$ cat src/xtn_pkg.sv
// ---------------------------------------------------------------------------
// XML text normalizer package
// Widths, character codes, scan modes and shared structs.
// ---------------------------------------------------------------------------
package xtn_pkg;

  localparam int unsigned UNIT_W   = 16;
  localparam int unsigned MAX_RES  = 4;
  localparam int unsigned RES_CW   = 3;   // holds 0..MAX_RES
  localparam int unsigned RES_IW   = 2;   // indexes 0..MAX_RES-1

  localparam logic [UNIT_W-1:0] CH_NUL   = 16'h0000;
  localparam logic [UNIT_W-1:0] CH_SPACE = 16'h0020;
  localparam logic [UNIT_W-1:0] CH_BANG  = 16'h0021;
  localparam logic [UNIT_W-1:0] CH_DASH  = 16'h002D;
  localparam logic [UNIT_W-1:0] CH_LT    = 16'h003C;
  localparam logic [UNIT_W-1:0] CH_GT    = 16'h003E;
  localparam logic [UNIT_W-1:0] TEXT_LIMIT = 16'd512;

  localparam logic [1:0] DASH_CLOSE = 2'd2;

  typedef enum logic [5:0] {
    MODE_TEXT    = 6'b000001,
    MODE_LT      = 6'b000010,
    MODE_LTB     = 6'b000100,
    MODE_LTBD    = 6'b001000,
    MODE_COMMENT = 6'b010000,
    MODE_TAG     = 6'b100000
  } xtn_mode_e;

  typedef struct packed {
    xtn_mode_e  mode;
    logic [1:0] dash_run;
    logic       space_run;
  } xtn_state_t;

  typedef struct packed {
    logic [RES_CW-1:0]              cnt;
    logic [MAX_RES-1:0][UNIT_W-1:0] units;
    logic [MAX_RES-1:0]             ends;
  } xtn_res_t;

  // Held units of a partial "<!-" opener, in order.
  function automatic logic [UNIT_W-1:0] prefix_unit(logic [RES_IW-1:0] idx);
    logic [UNIT_W-1:0] u;
    case (idx)
      2'd0:    u = CH_LT;
      2'd1:    u = CH_BANG;
      default: u = CH_DASH;
    endcase
    return u;
  endfunction

endpackage

$ cat src/xtn_if.sv
// ---------------------------------------------------------------------------
// XML text normalizer channels
// Valid/ready interfaces for input units, results and configuration.
// ---------------------------------------------------------------------------
interface xtn_in_if;
  import xtn_pkg::*;
  logic              valid;
  logic              ready;
  logic [UNIT_W-1:0] code_unit;
  modport source (output valid, output code_unit, input ready);
  modport sink   (input valid, input code_unit, output ready);
endinterface

interface xtn_out_if;
  import xtn_pkg::*;
  logic              valid;
  logic              ready;
  logic [UNIT_W-1:0] out_unit;
  logic              end_of_text;
  modport source (output valid, output out_unit, output end_of_text, input ready);
  modport sink   (input valid, input out_unit, input end_of_text, output ready);
endinterface

interface xtn_cfg_if;
  logic valid;
  logic ready;
  logic space_mode;
  modport source (output valid, output space_mode, input ready);
  modport sink   (input valid, input space_mode, output ready);
endinterface

$ cat src/xtn_step.sv
// ---------------------------------------------------------------------------
// XML text normalizer step logic
// Next scan state and up to four results for one code unit.
// ---------------------------------------------------------------------------
module xtn_step (
  input  xtn_pkg::xtn_state_t         state_i,
  input  logic                        space_mode_i,
  input  logic [xtn_pkg::UNIT_W-1:0]  code_unit_i,
  output xtn_pkg::xtn_state_t         state_o,
  output xtn_pkg::xtn_res_t           res_o
);
  import xtn_pkg::*;

  logic              zero;
  logic              flush;
  logic [RES_IW-1:0] pfx;

  assign zero = (code_unit_i == CH_NUL);

  always_comb begin
    state_o = state_i;
    res_o   = '0;
    pfx     = '0;
    flush   = zero;

    case (state_i.mode)
      MODE_LT: begin
        pfx = 2'd1;
        if (code_unit_i == CH_BANG) begin
          state_o.mode = MODE_LTB;
        end else begin
          flush = 1'b1;
        end
      end
      MODE_LTB: begin
        pfx = 2'd2;
        if (code_unit_i == CH_DASH) begin
          state_o.mode = MODE_LTBD;
        end else begin
          flush = 1'b1;
        end
      end
      MODE_LTBD: begin
        pfx = 2'd3;
        if (code_unit_i == CH_DASH) begin
          state_o.mode     = MODE_COMMENT;
          state_o.dash_run = '0;
        end else begin
          flush = 1'b1;
        end
      end
      MODE_COMMENT: begin
        if (code_unit_i == CH_DASH) begin
          if (state_i.dash_run < DASH_CLOSE) begin
            state_o.dash_run = state_i.dash_run + 2'd1;
          end
        end else if (code_unit_i == CH_GT && state_i.dash_run >= DASH_CLOSE) begin
          state_o.mode     = MODE_TEXT;
          state_o.dash_run = '0;
        end else begin
          state_o.dash_run = '0;
        end
      end
      MODE_TAG: begin
        res_o.cnt      = RES_CW'(1);
        res_o.units[0] = code_unit_i;
        state_o.mode   = (code_unit_i == CH_GT) ? MODE_TEXT : MODE_TAG;
      end
      default: begin
        // text
        state_o.mode = MODE_TEXT;
        if (code_unit_i == CH_LT) begin
          state_o.mode = MODE_LT;
        end else if (space_mode_i && code_unit_i == CH_SPACE) begin
          if (!state_i.space_run) begin
            res_o.cnt         = RES_CW'(1);
            res_o.units[0]    = CH_SPACE;
            state_o.space_run = 1'b1;
          end
        end else if ((code_unit_i > CH_SPACE && code_unit_i < TEXT_LIMIT) ||
                     code_unit_i == CH_SPACE) begin
          res_o.cnt         = RES_CW'(1);
          res_o.units[0]    = code_unit_i;
          state_o.space_run = 1'b0;
        end
      end
    endcase

    // held opener units, then the terminator or the first tag unit
    if (flush) begin
      res_o = '0;
      for (int i = 0; i < MAX_RES - 1; i++) begin
        if (RES_IW'(i) < pfx) begin
          res_o.units[i] = prefix_unit(RES_IW'(i));
        end
      end
      res_o.units[pfx] = zero ? CH_NUL : code_unit_i;
      res_o.ends[pfx]  = zero;
      res_o.cnt        = {1'b0, pfx} + RES_CW'(1);
      if (zero) begin
        state_o.mode      = MODE_TEXT;
        state_o.dash_run  = '0;
        state_o.space_run = 1'b0;
      end else begin
        state_o.mode = (code_unit_i == CH_GT) ? MODE_TEXT : MODE_TAG;
      end
    end
  end

endmodule

$ cat src/xtn_out_buf.sv
// ---------------------------------------------------------------------------
// XML text normalizer result buffer
// Holds the results of one unit and hands them out one per request.
// ---------------------------------------------------------------------------
module xtn_out_buf (
  input  logic                 clk_i,
  input  logic                 rst_ni,
  input  logic                 load_i,
  input  xtn_pkg::xtn_res_t    res_i,
  output logic                 load_ok_o,
  xtn_out_if.source            out_if
);
  import xtn_pkg::*;

  logic [RES_CW-1:0]              cnt_q, cnt_d;
  logic [RES_CW-1:0]              rd_q, rd_d;
  logic [MAX_RES-1:0][UNIT_W-1:0] units_q;
  logic [MAX_RES-1:0]             ends_q;
  logic                           empty;
  logic                           take;
  logic                           last;

  assign empty     = (rd_q == cnt_q);
  assign take      = out_if.valid && out_if.ready;
  assign last      = ((rd_q + RES_CW'(1)) == cnt_q);
  assign load_ok_o = empty || (take && last);

  assign out_if.valid       = !empty;
  assign out_if.out_unit    = units_q[rd_q[RES_IW-1:0]];
  assign out_if.end_of_text = ends_q[rd_q[RES_IW-1:0]];

  always_comb begin
    cnt_d = cnt_q;
    rd_d  = rd_q;
    if (load_i) begin
      cnt_d = res_i.cnt;
      rd_d  = '0;
    end else if (take) begin
      rd_d = rd_q + RES_CW'(1);
    end
  end

  always_ff @(posedge clk_i or negedge rst_ni) begin
    if (!rst_ni) begin
      cnt_q <= '0;
      rd_q  <= '0;
    end else begin
      cnt_q <= cnt_d;
      rd_q  <= rd_d;
    end
  end

  always_ff @(posedge clk_i) begin
    if (load_i) begin
      units_q <= res_i.units;
      ends_q  <= res_i.ends;
    end
  end

endmodule

$ cat src/xml_text_normalizer_core.sv
// ---------------------------------------------------------------------------
// XML text normalizer core
// Drops comments, copies tags, filters text, collapses spaces in space_mode.
// ---------------------------------------------------------------------------
// channel  dir  payload                  note
// in_if    in   code_unit                zero ends the document
// out_if   out  out_unit, end_of_text    terminator carries end_of_text
// cfg_if   in   space_mode               always ready
//
// An accepted unit is held in the input register, then its results (zero
// to four) are loaded into the result buffer and sent one per cycle while
// out_if is ready. A unit with at most one result sustains one unit per
// cycle when out_if is ready; held opener units go out one at a time.
// Reset clears the scan state, space_mode and both buffers.
// ---------------------------------------------------------------------------
module xml_text_normalizer_core (
  input  logic     clk_i,
  input  logic     rst_ni,
  xtn_in_if.sink   in_if,
  xtn_out_if.source out_if,
  xtn_cfg_if.sink  cfg_if
);
  import xtn_pkg::*;

  logic              in_vld_q, in_vld_d;
  logic [UNIT_W-1:0] in_unit_q;
  logic              space_mode_q;
  xtn_state_t        st_q, st_d;
  xtn_state_t        st_next;
  xtn_res_t          res;
  logic              load_ok;
  logic              xfer;

  assign cfg_if.ready = 1'b1;
  assign xfer         = in_vld_q && load_ok;
  assign in_if.ready  = !in_vld_q || load_ok;

  always_comb begin
    in_vld_d = in_vld_q;
    if (in_if.valid && in_if.ready) begin
      in_vld_d = 1'b1;
    end else if (xfer) begin
      in_vld_d = 1'b0;
    end
    st_d = xfer ? st_next : st_q;
  end

  always_ff @(posedge clk_i or negedge rst_ni) begin
    if (!rst_ni) begin
      in_vld_q     <= 1'b0;
      space_mode_q <= 1'b0;
      st_q         <= '{mode: MODE_TEXT, dash_run: 2'd0, space_run: 1'b0};
    end else begin
      in_vld_q <= in_vld_d;
      st_q     <= st_d;
      if (cfg_if.valid) begin
        space_mode_q <= cfg_if.space_mode;
      end
    end
  end

  always_ff @(posedge clk_i) begin
    if (in_if.valid && in_if.ready) begin
      in_unit_q <= in_if.code_unit;
    end
  end

  xtn_step u_step (
    .state_i      (st_q),
    .space_mode_i (space_mode_q),
    .code_unit_i  (in_unit_q),
    .state_o      (st_next),
    .res_o        (res)
  );

  xtn_out_buf u_out_buf (
    .clk_i     (clk_i),
    .rst_ni    (rst_ni),
    .load_i    (xfer),
    .res_i     (res),
    .load_ok_o (load_ok),
    .out_if    (out_if)
  );

endmodule

$ cat src/flat_wrapper.sv
// flat-port wrapper written by rule: the top's interface ports become plain ports
module xml_text_normalizer_core_flat import xtn_pkg::*;
  (clk_i, rst_ni, in_if_valid, in_if_code_unit, in_if_ready, out_if_valid, out_if_out_unit, out_if_end_of_text, out_if_ready, cfg_if_valid, cfg_if_space_mode, cfg_if_ready);
  xtn_in_if in_if_i ();
  xtn_out_if out_if_i ();
  xtn_cfg_if cfg_if_i ();
  input  logic clk_i;
  input  logic rst_ni;
  input wire logic [$bits(in_if_i.valid)-1:0] in_if_valid;
  input wire logic [$bits(in_if_i.code_unit)-1:0] in_if_code_unit;
  output wire logic [$bits(in_if_i.ready)-1:0] in_if_ready;
  output wire logic [$bits(out_if_i.valid)-1:0] out_if_valid;
  output wire logic [$bits(out_if_i.out_unit)-1:0] out_if_out_unit;
  output wire logic [$bits(out_if_i.end_of_text)-1:0] out_if_end_of_text;
  input wire logic [$bits(out_if_i.ready)-1:0] out_if_ready;
  input wire logic [$bits(cfg_if_i.valid)-1:0] cfg_if_valid;
  input wire logic [$bits(cfg_if_i.space_mode)-1:0] cfg_if_space_mode;
  output wire logic [$bits(cfg_if_i.ready)-1:0] cfg_if_ready;
  assign in_if_i.valid = in_if_valid;
  assign in_if_i.code_unit = in_if_code_unit;
  assign in_if_ready = in_if_i.ready;
  assign out_if_valid = out_if_i.valid;
  assign out_if_out_unit = out_if_i.out_unit;
  assign out_if_end_of_text = out_if_i.end_of_text;
  assign out_if_i.ready = out_if_ready;
  assign cfg_if_i.valid = cfg_if_valid;
  assign cfg_if_i.space_mode = cfg_if_space_mode;
  assign cfg_if_ready = cfg_if_i.ready;
  xml_text_normalizer_core u_core (.clk_i(clk_i), .rst_ni(rst_ni), .in_if(in_if_i), .out_if(out_if_i), .cfg_if(cfg_if_i));
endmodule
$ cat config.mk
export PLATFORM = sky130hd
export DESIGN_NAME = xml_text_normalizer_core_flat
export DESIGN_NICKNAME = d
export VERILOG_FILES = /design/src/xtn_pkg.sv /design/src/xtn_if.sv /design/src/xtn_step.sv /design/src/xtn_out_buf.sv /design/src/xml_text_normalizer_core.sv /design/src/flat_wrapper.sv
export SDC_FILE = /design/constraint.sdc
export NUM_CORES = 1
export LEC_CHECK = 0
export ABC_AREA = 1
export BUFFER_PORTS_ARGS = -buffer_cell sky130_fd_sc_hd__buf_2
export CORE_AREA = 3 3 105 107
export DETAILED_ROUTE_END_ITERATION = 16
export DIE_AREA = 0 0 108 110
export HOLD_SLACK_MARGIN = 0.06
export PLACE_DENSITY = 0.67
export SLEW_MARGIN = 20
export SYNTH_ARGS = -nofsm -noshare
export SYNTH_HDL_FRONTEND = slang
export SYNTH_SLANG_ARGS = --single-unit
$ cat constraint.sdc
create_clock -name clk_i -period 9.5 [get_ports clk_i]
set_input_delay 1.9 -clock clk_i [delete_from_list [all_inputs] [get_ports clk_i]]
set_output_delay 1.9 -clock clk_i [all_outputs]
set_load 0.02 [all_outputs]
# Word-level counts from Yosys, hierarchy flattened
# Cells that the tools add are included.
# Widths: inputs -> output; s select.
# totals
reg_bits,101
inputBits,22
out_inout_bits,20
elab_cells,117
# op_classes
addsub,3
magnitude_cmp,10
eq_ne,17
mux,53
n_bitwise,1
n_reduce_logical,20
# ops
op,n
$mux 16,9
$eq 16x6->1 const B,5
$mux 71,1
$bwmux 64,1
$mux 6,10
$bmux 16 s2,1
$demux 16 s2,1
$pmux 16 s2,1
$pmux 6 s5,1
$gt 16x6->1 const B,1
$logic_not 16->1,1
$lt 16x10->1 const B,1
$mux 3,5
$ne 3x3->1 const B,5
$mux 1,12
$mux 9,1
$logic_and 1x1->1,8
$mux 8,1
$eq 3x3->1,2
$eq 6x2->1 const B,1
$eq 6x3->1 const B,1
$eq 6x4->1 const B,1
$eq 6x5->1 const B,1
$eq 6x6->1 const B,1
other kinds (24),32

# Logic depth before layout (Yosys ltp)
# Gate-level depths: netlist of the first run.
# depth
word_depth,9
depth_mapped,13
depth_no_buf,13

# Hierarchy
# From an unflattened synthesis of the first run, not the netlist that was laid out.
# hier_totals
cells_unflattened,604
area_unflattened_um2,5358.9
# by_module_without_submodules
module,instances,cells_each,area_each_um2,seq_area_each_um2
xtn_out_buf,1,210,2887.8,2192.1
xtn_step,1,326,1525.2,0.0
xml_text_normalizer_core,1,68,945.9,757.0

# Worst setup path before layout of the first run
# No wires, ideal clock.
# synth_timing
kind,in2reg
from,input out_if_ready
to,register u_core.st_q[5] (netlist name)
setup_time_ps,127
arrival_time_ps,4172
required_time_ps,9373
setup_slack_ps,5201
path_stages,7
n_path_buf,0
path_cell_list,nand3_1 -> nor2_1 -> nand2_1 -> a21oi_4 -> nand3_1 -> nand2_2 -> a21oi_1
# synth_between
elab_chain_len,5
# synth_lines
item,line,text
"start, declared",flat_wrapper.sv:15,input wire logic [$bits(out_if_i.ready)-1:0] out_if_ready;
$logic_and 1x1->1,xtn_out_buf.sv:24,assign take = out_if.valid && out_if.ready;
$logic_and 1x1->1,xtn_out_buf.sv:26,assign load_ok_o = empty || (take && last);
$logic_or 1x1->1,xtn_out_buf.sv:26,
$logic_and 1x1->1,xml_text_normalizer_core.sv:35,assign xfer = in_vld_q && load_ok;
net u_core.u_out_buf.load_i,xtn_out_buf.sv:8,"input logic load_i,"
$reduce_and 6->1 (no line),--,
"end signal, assigned",xml_text_normalizer_core.sv:52,"st_q <= '{mode: MODE_TEXT, dash_run: 2'd0, space_run: 1'b0};"
"end signal, assigned",xml_text_normalizer_core.sv:55,st_q <= st_d;
"end, declared",xml_text_normalizer_core.sv:28,"xtn_state_t st_q, st_d;"
# The timed path passes the listed nets, and every way through them passes these cells.
# A chain may end at the register's enable or synchronous reset.

# Final worst setup path of the first run
# layout_timing
from,input out_if_ready
to,output in_if_ready
# layout_between
elab_chain_len,4
# layout_lines
item,line,text
$logic_and 1x1->1,xtn_out_buf.sv:24,
$logic_and 1x1->1,xtn_out_buf.sv:26,
$logic_or 1x1->1,xtn_out_buf.sv:26,
$logic_or 1x1->1,xml_text_normalizer_core.sv:36,assign in_if.ready = !in_vld_q || load_ok;
"end, declared",flat_wrapper.sv:11,output wire logic [$bits(in_if_i.ready)-1:0] in_if_ready;
# Every way passes these cells.

==> results of run 1 <==
## worst max-delay path, delay by kind of cell
family	cells	cell delay, ps
and+or+nand+nor	4	380
buffers and inverters	2	280
## cell families (layout without fill, tap and decap cells)
group / count (synthesis) / count (layout) / synth area share
compound gates: 92 / 92 / 0.101
xor+xnor: 2 / 2 / 0.00348
fa+ha+maj: 7 / 7 / 0.0174
buf+inv: 75 / 113 / 0.0638
flops: 101 / 101 / 0.585
other cells: 1 / 1 / 0.000744
simple gates: 266 / 266 / 0.228
## registers in the layout (all words and copies together), names as in the netlist
register	count
u_core.u_out_buf.units_q	64
u_core.in_unit_q	16
u_core.st_q	9
u_core.u_out_buf.ends_q	4
u_core.u_out_buf.cnt_q	3
u_core.u_out_buf.rd_q	3
u_core.in_vld_q	1
u_core.space_mode_q	1
## metrics by stage
stage / total power, mW / setup slack, ps / instances / util
2_1_floorplan: 1.48 / 5200 / 544 / -
3_3_place_gp: 1.71 / 5050 / 703 / 0.520
3_5_place_dp: 1.74 / 5030 / 703 / 0.520
4_1_cts: 1.97 / 5030 / 718 / 0.535
5_1_grt: 2.11 / 4940 / 718 / 0.535
6_report: 1.96 / 5030 / 718 / 0.535
## power groups by stage
stage / clock, mW / combinational (mW) / sequential (mW)
after global placement: 0 / 0.862 / 0.843
after detailed placement: 0 / 0.885 / 0.853
after CTS: 0.244 / 0.886 / 0.843
after global routing: 0.261 / 0.981 / 0.864
final: 0.238 / 0.878 / 0.844
after floorplan: 0 / 0.651 / 0.830
## cell usage in the layout, fill, tap and decap left out, types with 2 or more instances in the layout
master and count:
a41oi_1 2, nor2_4 2, inv_2 3, a21oi_1 12
nor3_1 6, nand2_1 84, nand4_1 2, o21ai_1 4
buf_4 3, xnor2_1 2, buf_2 40, ha_1 7
dfrtp_1 16, nor2_2 3, nor2_1 112, o21ai_0 51
nand2_2 10, o22ai_1 21, clkinv_1 2, inv_1 51
nand3_1 42, clkbuf_8 9, edfxtp_1 84
## path summary, 6_finish.rpt
kind,cells past startpoint,slack (ps),from,end
max,6,5030,out_if_ready,in_if_ready
min,2,500,u_core.st_q[1],u_core.st_q[1]
max in group asynchronous,1,7730,rst_ni,u_core.st_q[3]
min reg2reg,2,500,u_core.st_q[1],u_core.st_q[1]
max reg2reg,11,6450,u_core.u_out_buf.rd_q[0],u_core.st_q[5]
min in group asynchronous,1,1450,rst_ni,u_core.u_out_buf.rd_q[1]
## area by class of cell
cell class / count / area [um2] / area share
well taps: 136 / 170 / 0.0311
multi-input cells: 368 / 1770 / 0.323
clock inverters: 5 / 28.8 / 0.00526
clock buffers: 10 / 128 / 0.0233
inverters: 55 / 209 / 0.0382
flip-flops and latches: 101 / 2950 / 0.539
repair buffers: 43 / 223 / 0.0407
## metal layers
| layer | track usage | part of all wire | vias to the layer above |
|---|---|---|---|
| met1 | 0.270 | 0.46 | 1769 |
| met4 | 0.0784 | 0.019 | 0 |
| met3 | 0.0291 | 0.060 | 16 |
| met5 | 0 | 0 | - |
| li1 | - | - | 1898 |
| met2 | 0.310 | 0.46 | 122 |
==> results by group, run 1 <==
Run status
  – Status: finished, final reports clean

Synthesis
  – Syn Nets: between 500 and 600
  – Predominant post-synthesis flop cell: edfxtp_1
  – Seq/Total Area, Yosys: 0.585
  – Post-Syn Instances: approximately 540
  – Asr flop ratio synth: 0.168
  – Avg Inst Size Synth: 9.26 um2
  – #FFs+latches synth: about 100
  – YS warnings: 0
  – Top cells by area, synth: edfxtp_1 50%, nor2_1 8.3%, dfrtp_1 7.9%, nand2_1 6.3%, o21ai_0 5.1%
  – Mapped cell area: just over 5000 um2
  – Synth cell count leaders: 112 x nor2_1, 84 x edfxtp_1, 84 x nand2_1
  – EDFF count, synth: between 80 and 90
  – Area leader, netlist: edfxtp_1
  – Most common cell in the netlist: nor2_1
  – Top cell type's share of synthesized area: 0.501
  – Post-synthesis cell type count: 34

Cells and area
  – Diodes inserted: 0
  – Share of cells above drive strength 1: 0.139
  – Final-layout fill cell count: approximately 930
  – Area grow syn2layout: 8.67%
  – Post-layout net count: a little over 600
  – Final Cell Area: 5470 um2

Run
  – Max_cap viols: 0

Place
  – Dpl cell area: 5320 um2
  – # port buffers: 40
  – Placer Congestion: between 0.8 and 0.9
  – Detailed Place HPWL: 7210 um

Detailed routing
  – ANT nets after route: 0
  – WL final: between 10000 and 15000 um
  – Initial DRT Pass Iterations: 5
  – DRT iter0 DRCs: around 350
  – DR WL/cell: 14.9 um
  – DRC: 0
  – Post-DR vias/cell: roughly 5.3
  – Total number of vias: approximately 3800

Timing
  – Setup TNS: 0 ps
  – Max Slew Vio Count: 0
  – Hold WS: roughly 500 ps
  – Fin Clk Skew: around 5.6 ps
  – RSZ-0062 raised after global routing: false
  – Highest clock rate: 224 MHz
  – Final min period: 4470 ps
  – Worst slew margin: 0.315
  – Tcrit/Tclk final: 0.471
  – Slew @ Worst Pin: ~1000 ps
  – Setup violations, final: 0
  – Count of final hold-check violations: 0

GRT
  – Vias in the first global route: 3510
  – First-pass GRT wire length: 17700 um
  – Initial antenna violation count: 0
  – GRT Overall Usage: 0.194
  – Pin count of the biggest net entering global routing: 74
  – Grt ovf: 0

Setup path
  – Kind of critical path: input port to primary output
  – Critical Path Source Type: input port
  – Critical Path Slowest Stage Cell: buf_2
  – CP arrival: roughly 2600 ps
  – CP Cell Sequence: buf_2, nand3_1, nor2_1, nand2_1, nand3_1, buf_2
  – Slowest stage delay, CP: 180 ps
  – Worst setup EP type: primary output
  – Worst-path maximum fanout: 3
  – Worst Path Required: around 7600 ps

Die
  – Die width: ~110 um
  – Die ar.: between 10000 and 15000 um2
  – Initial core utilization: 0.492
  – Vert. Die Dim: approximately 110 um
  – Core area: around 10000 um2
  – Num ports: 42
  – Num rows: 37

Clock tree
  – CTS Buf Count: 9
  – CTS Root Cell: clkbuf_8
  – CTS tree: yes
  – CTS sink count: between 100 and 150
  – Post-CTS Setup Inserts: 0
  – Hold_buf cts: 0
  – Clk Latency, worst-skew pair: between 300 and 400 ps
  – # H-tree levels: 3
  – CTS max path bufs: 2
  – Worst-path clk slew: around 90 ps
  – Post-cts sizing count: 0

Power
  – P_int: 1.09 mW
  – PD cells: roughly 360 nW/um2
  – Combinational power share: 0.448
  – Peak VDD IR: ~0.21 mV
  – Sw frac: 0.445
  – Clk network pwr share: 0.121
  – Static leakage: around 2.3 nW
  – Reg power frac: 0.431
  – Net load switching power: 0.872 mW

Hold path
  – Hold Crit Class: flip-flop to flip-flop
Power figures use the tool's default switching activity.
==> inputs of run 2 (changes only) <==
Settings changed: PLACE_DENSITY 0.67 to 0.7.
Clock period 9.5 ns to 3.75 ns, I/O delays scaled along.
==> run 2 against run 1 <==
Total power increased to 2.7 times the previous value. Largest power group unchanged. Final area increased by 2.4%. Worst hold slack got worse by 220 ps. Setup slack got worse by 4200 ps. Critical endpoint is now out_if_out_unit[5]. Flip-flop and latch count unchanged. Sequential share of layout area decreased by 1.3 points. Utilization increased by 1.3 points. Non-clock buffer count unchanged. Clock power increased to 3.9 times the previous value.
==> results by group, run 2 (synthesis gave the netlist of run 1 again) <==
Cells and area
  – FF/Latch Area: 2950 um2
  – Most common cell after layout, fill and taps aside: nor2_1
  – Final Cell Area: roughly 5600 um2
  – Fin cells: approximately 700
  – Largest registers: u_core.u_out_buf.units_q (64), u_core.in_unit_q (16), u_core.st_q (9)
  – Diodes inserted: 0
  – Most flop-heavy register: u_core.u_out_buf.units_q
  – Final-layout fill cell count: about 890
  – Share of cells above drive strength 1: 0.146
  – Most frequent cells in the layout: 112 x nor2_1, 84 x nand2_1, 84 x edfxtp_1
  – Post-layout net count: ~600
  – Max reg flops: between 60 and 70
  – Multi-input logic area: about 1800 um2
  – Final Core Density: 0.548
  – Area grow syn2layout: 11.3%

Setup path
  – CP arrival: between 2000 and 2500 ps
  – Worst setup EP type: primary output
  – Worst Path Required: ~3000 ps
  – Cell count of the worst reg-to-reg path: 9
  – Kind of critical path: flip-flop to primary output
  – Critical Path Source Type: flip-flop
  – Worst-path maximum fanout: 35

Detailed routing
  – Total number of vias: between 3000 and 4000
  – DR WL/cell: about 15 um
  – Initial DRT Pass Iterations: 5
  – Post-DR vias/cell: around 5.4
  – ANT nets after route: 0
  – DRC: 0
  – DRT iter0 DRCs: between 300 and 400
  – WL final: 10700 um

Timing
  – Final min period: 2890 ps
  – Count of final hold-check violations: 0
  – Fin Clk Skew: 13.3 ps
  – Tcrit/Tclk final: 0.772
  – Highest clock rate: 346 MHz
  – Worst slew margin: 0.361
  – Max Slew Vio Count: 0
  – Setup violations, final: 0
  – Slew @ Worst Pin: between 900 and 1000 ps
  – RSZ-0062 raised after global routing: false
  – Setup TNS: 0 ps

GRT
  – GRT Overall Usage: 0.195
  – Initial antenna violation count: 0
  – Vias in the first global route: between 3000 and 4000
  – Pin count of the biggest net entering global routing: 74
  – Grt ovf: 0
  – First-pass GRT wire length: 18000 um

Clock tree
  – Worst-path clk slew: ~100 ps
  – Post-cts sizing count: 0
  – # H-tree levels: 3
  – CTS tree: yes
  – Clk Latency, worst-skew pair: roughly 380 ps
  – CTS max path bufs: 2
  – Post-CTS Setup Inserts: 0
  – CTS Buf Count: 9
  – CTS Root Cell: clkbuf_8
  – Hold_buf cts: 0
  – CTS sink count: a little over 100

Place
  – Placed cells: 703
  – Placer Congestion: around 0.94
  – Detailed Place HPWL: 7420 um
  – # port buffers: 40
  – Dpl cell area: 5330 um2

Power
  – PD cells: between 900 and 1000 nW/um2
  – Peak VDD IR: a little over 0.6 mV
  – Static leakage: ~2.4 nW

Die
  – Vert. Die Dim: 110 um
  – Die ar.: 11900 um2
  – Die width: 108 um
  – Core area: about 10000 um2
  – Initial core utilization: 0.492
  – Num ports: 42
  – Num rows: 37

Run
  – Max_cap viols: 0

Run status
  – Status: finished, final reports clean

Hold path
  – Hold Crit Class: input port to asynchronous set/reset pin
==> run 2: per-stage QoR <==
step | power (mW) | hold slack [ps] | setup slack [ps]
6_report | 5.32 | 280 | 856
3_5_place_dp | 4.41 | 496 | 1240
2_1_floorplan | 3.75 | 449 | 600
5_1_grt | 5.69 | 301 | 614
3_3_place_gp | 4.34 | 465 | 1280
4_1_cts | 5.33 | 289 | 811
==> run 2: worst max-delay path, stage by stage (launching register included) <==
cell     delay, ps
dfrtp_1        440
inv_1          710
o21ai_0        180
o22ai_1        210
buf_2          210
==> run 2: area by class of cell <==
class / instances / area share
flip-flops and latches: 101 / 0.526
multi-input cells: 368 / 0.315
repair buffers: 43 / 0.0419
inverters: 55 / 0.0373
well taps: 136 / 0.0303
clock inverters: 7 / 0.0274
clock buffers: 9 / 0.0221
==> run 2: layer usage <==
layer | vias up | share of wire | GRT usage
met5 | - | 0 | 0
li1 | 1899 | - | -
met2 | 130 | 0.46 | 0.303
met1 | 1826 | 0.47 | 0.282
met3 | 12 | 0.057 | 0.0280
met4 | 0 | 0.015 | 0.0685
==> run 2: path summary, 6_finish.rpt <==
kind	from	endpoint	slack (ps)
setup / recovery	u_core.u_out_buf.rd_q[0]	out_if_out_unit[5]	860
hold / removal	rst_ni	u_core.u_out_buf.cnt_q[2]	280
setup reg to reg	u_core.in_unit_q[8]	u_core.u_out_buf.units_q[35]	1230
hold reg to reg	u_core.st_q[1]	u_core.st_q[1]	500
max in group asynchronous	rst_ni	u_core.st_q[3]	3150
min in group clk_i	u_core.st_q[1]	u_core.st_q[1]	500
==> run 2: power breakdown <==
group	total, mW	internal, mW	switching, mW
sequential	2.14	1.93	0.204
combinational	2.26	0.604	1.66
clock	0.923	0.521	0.402
total	5.32	3.06	2.26
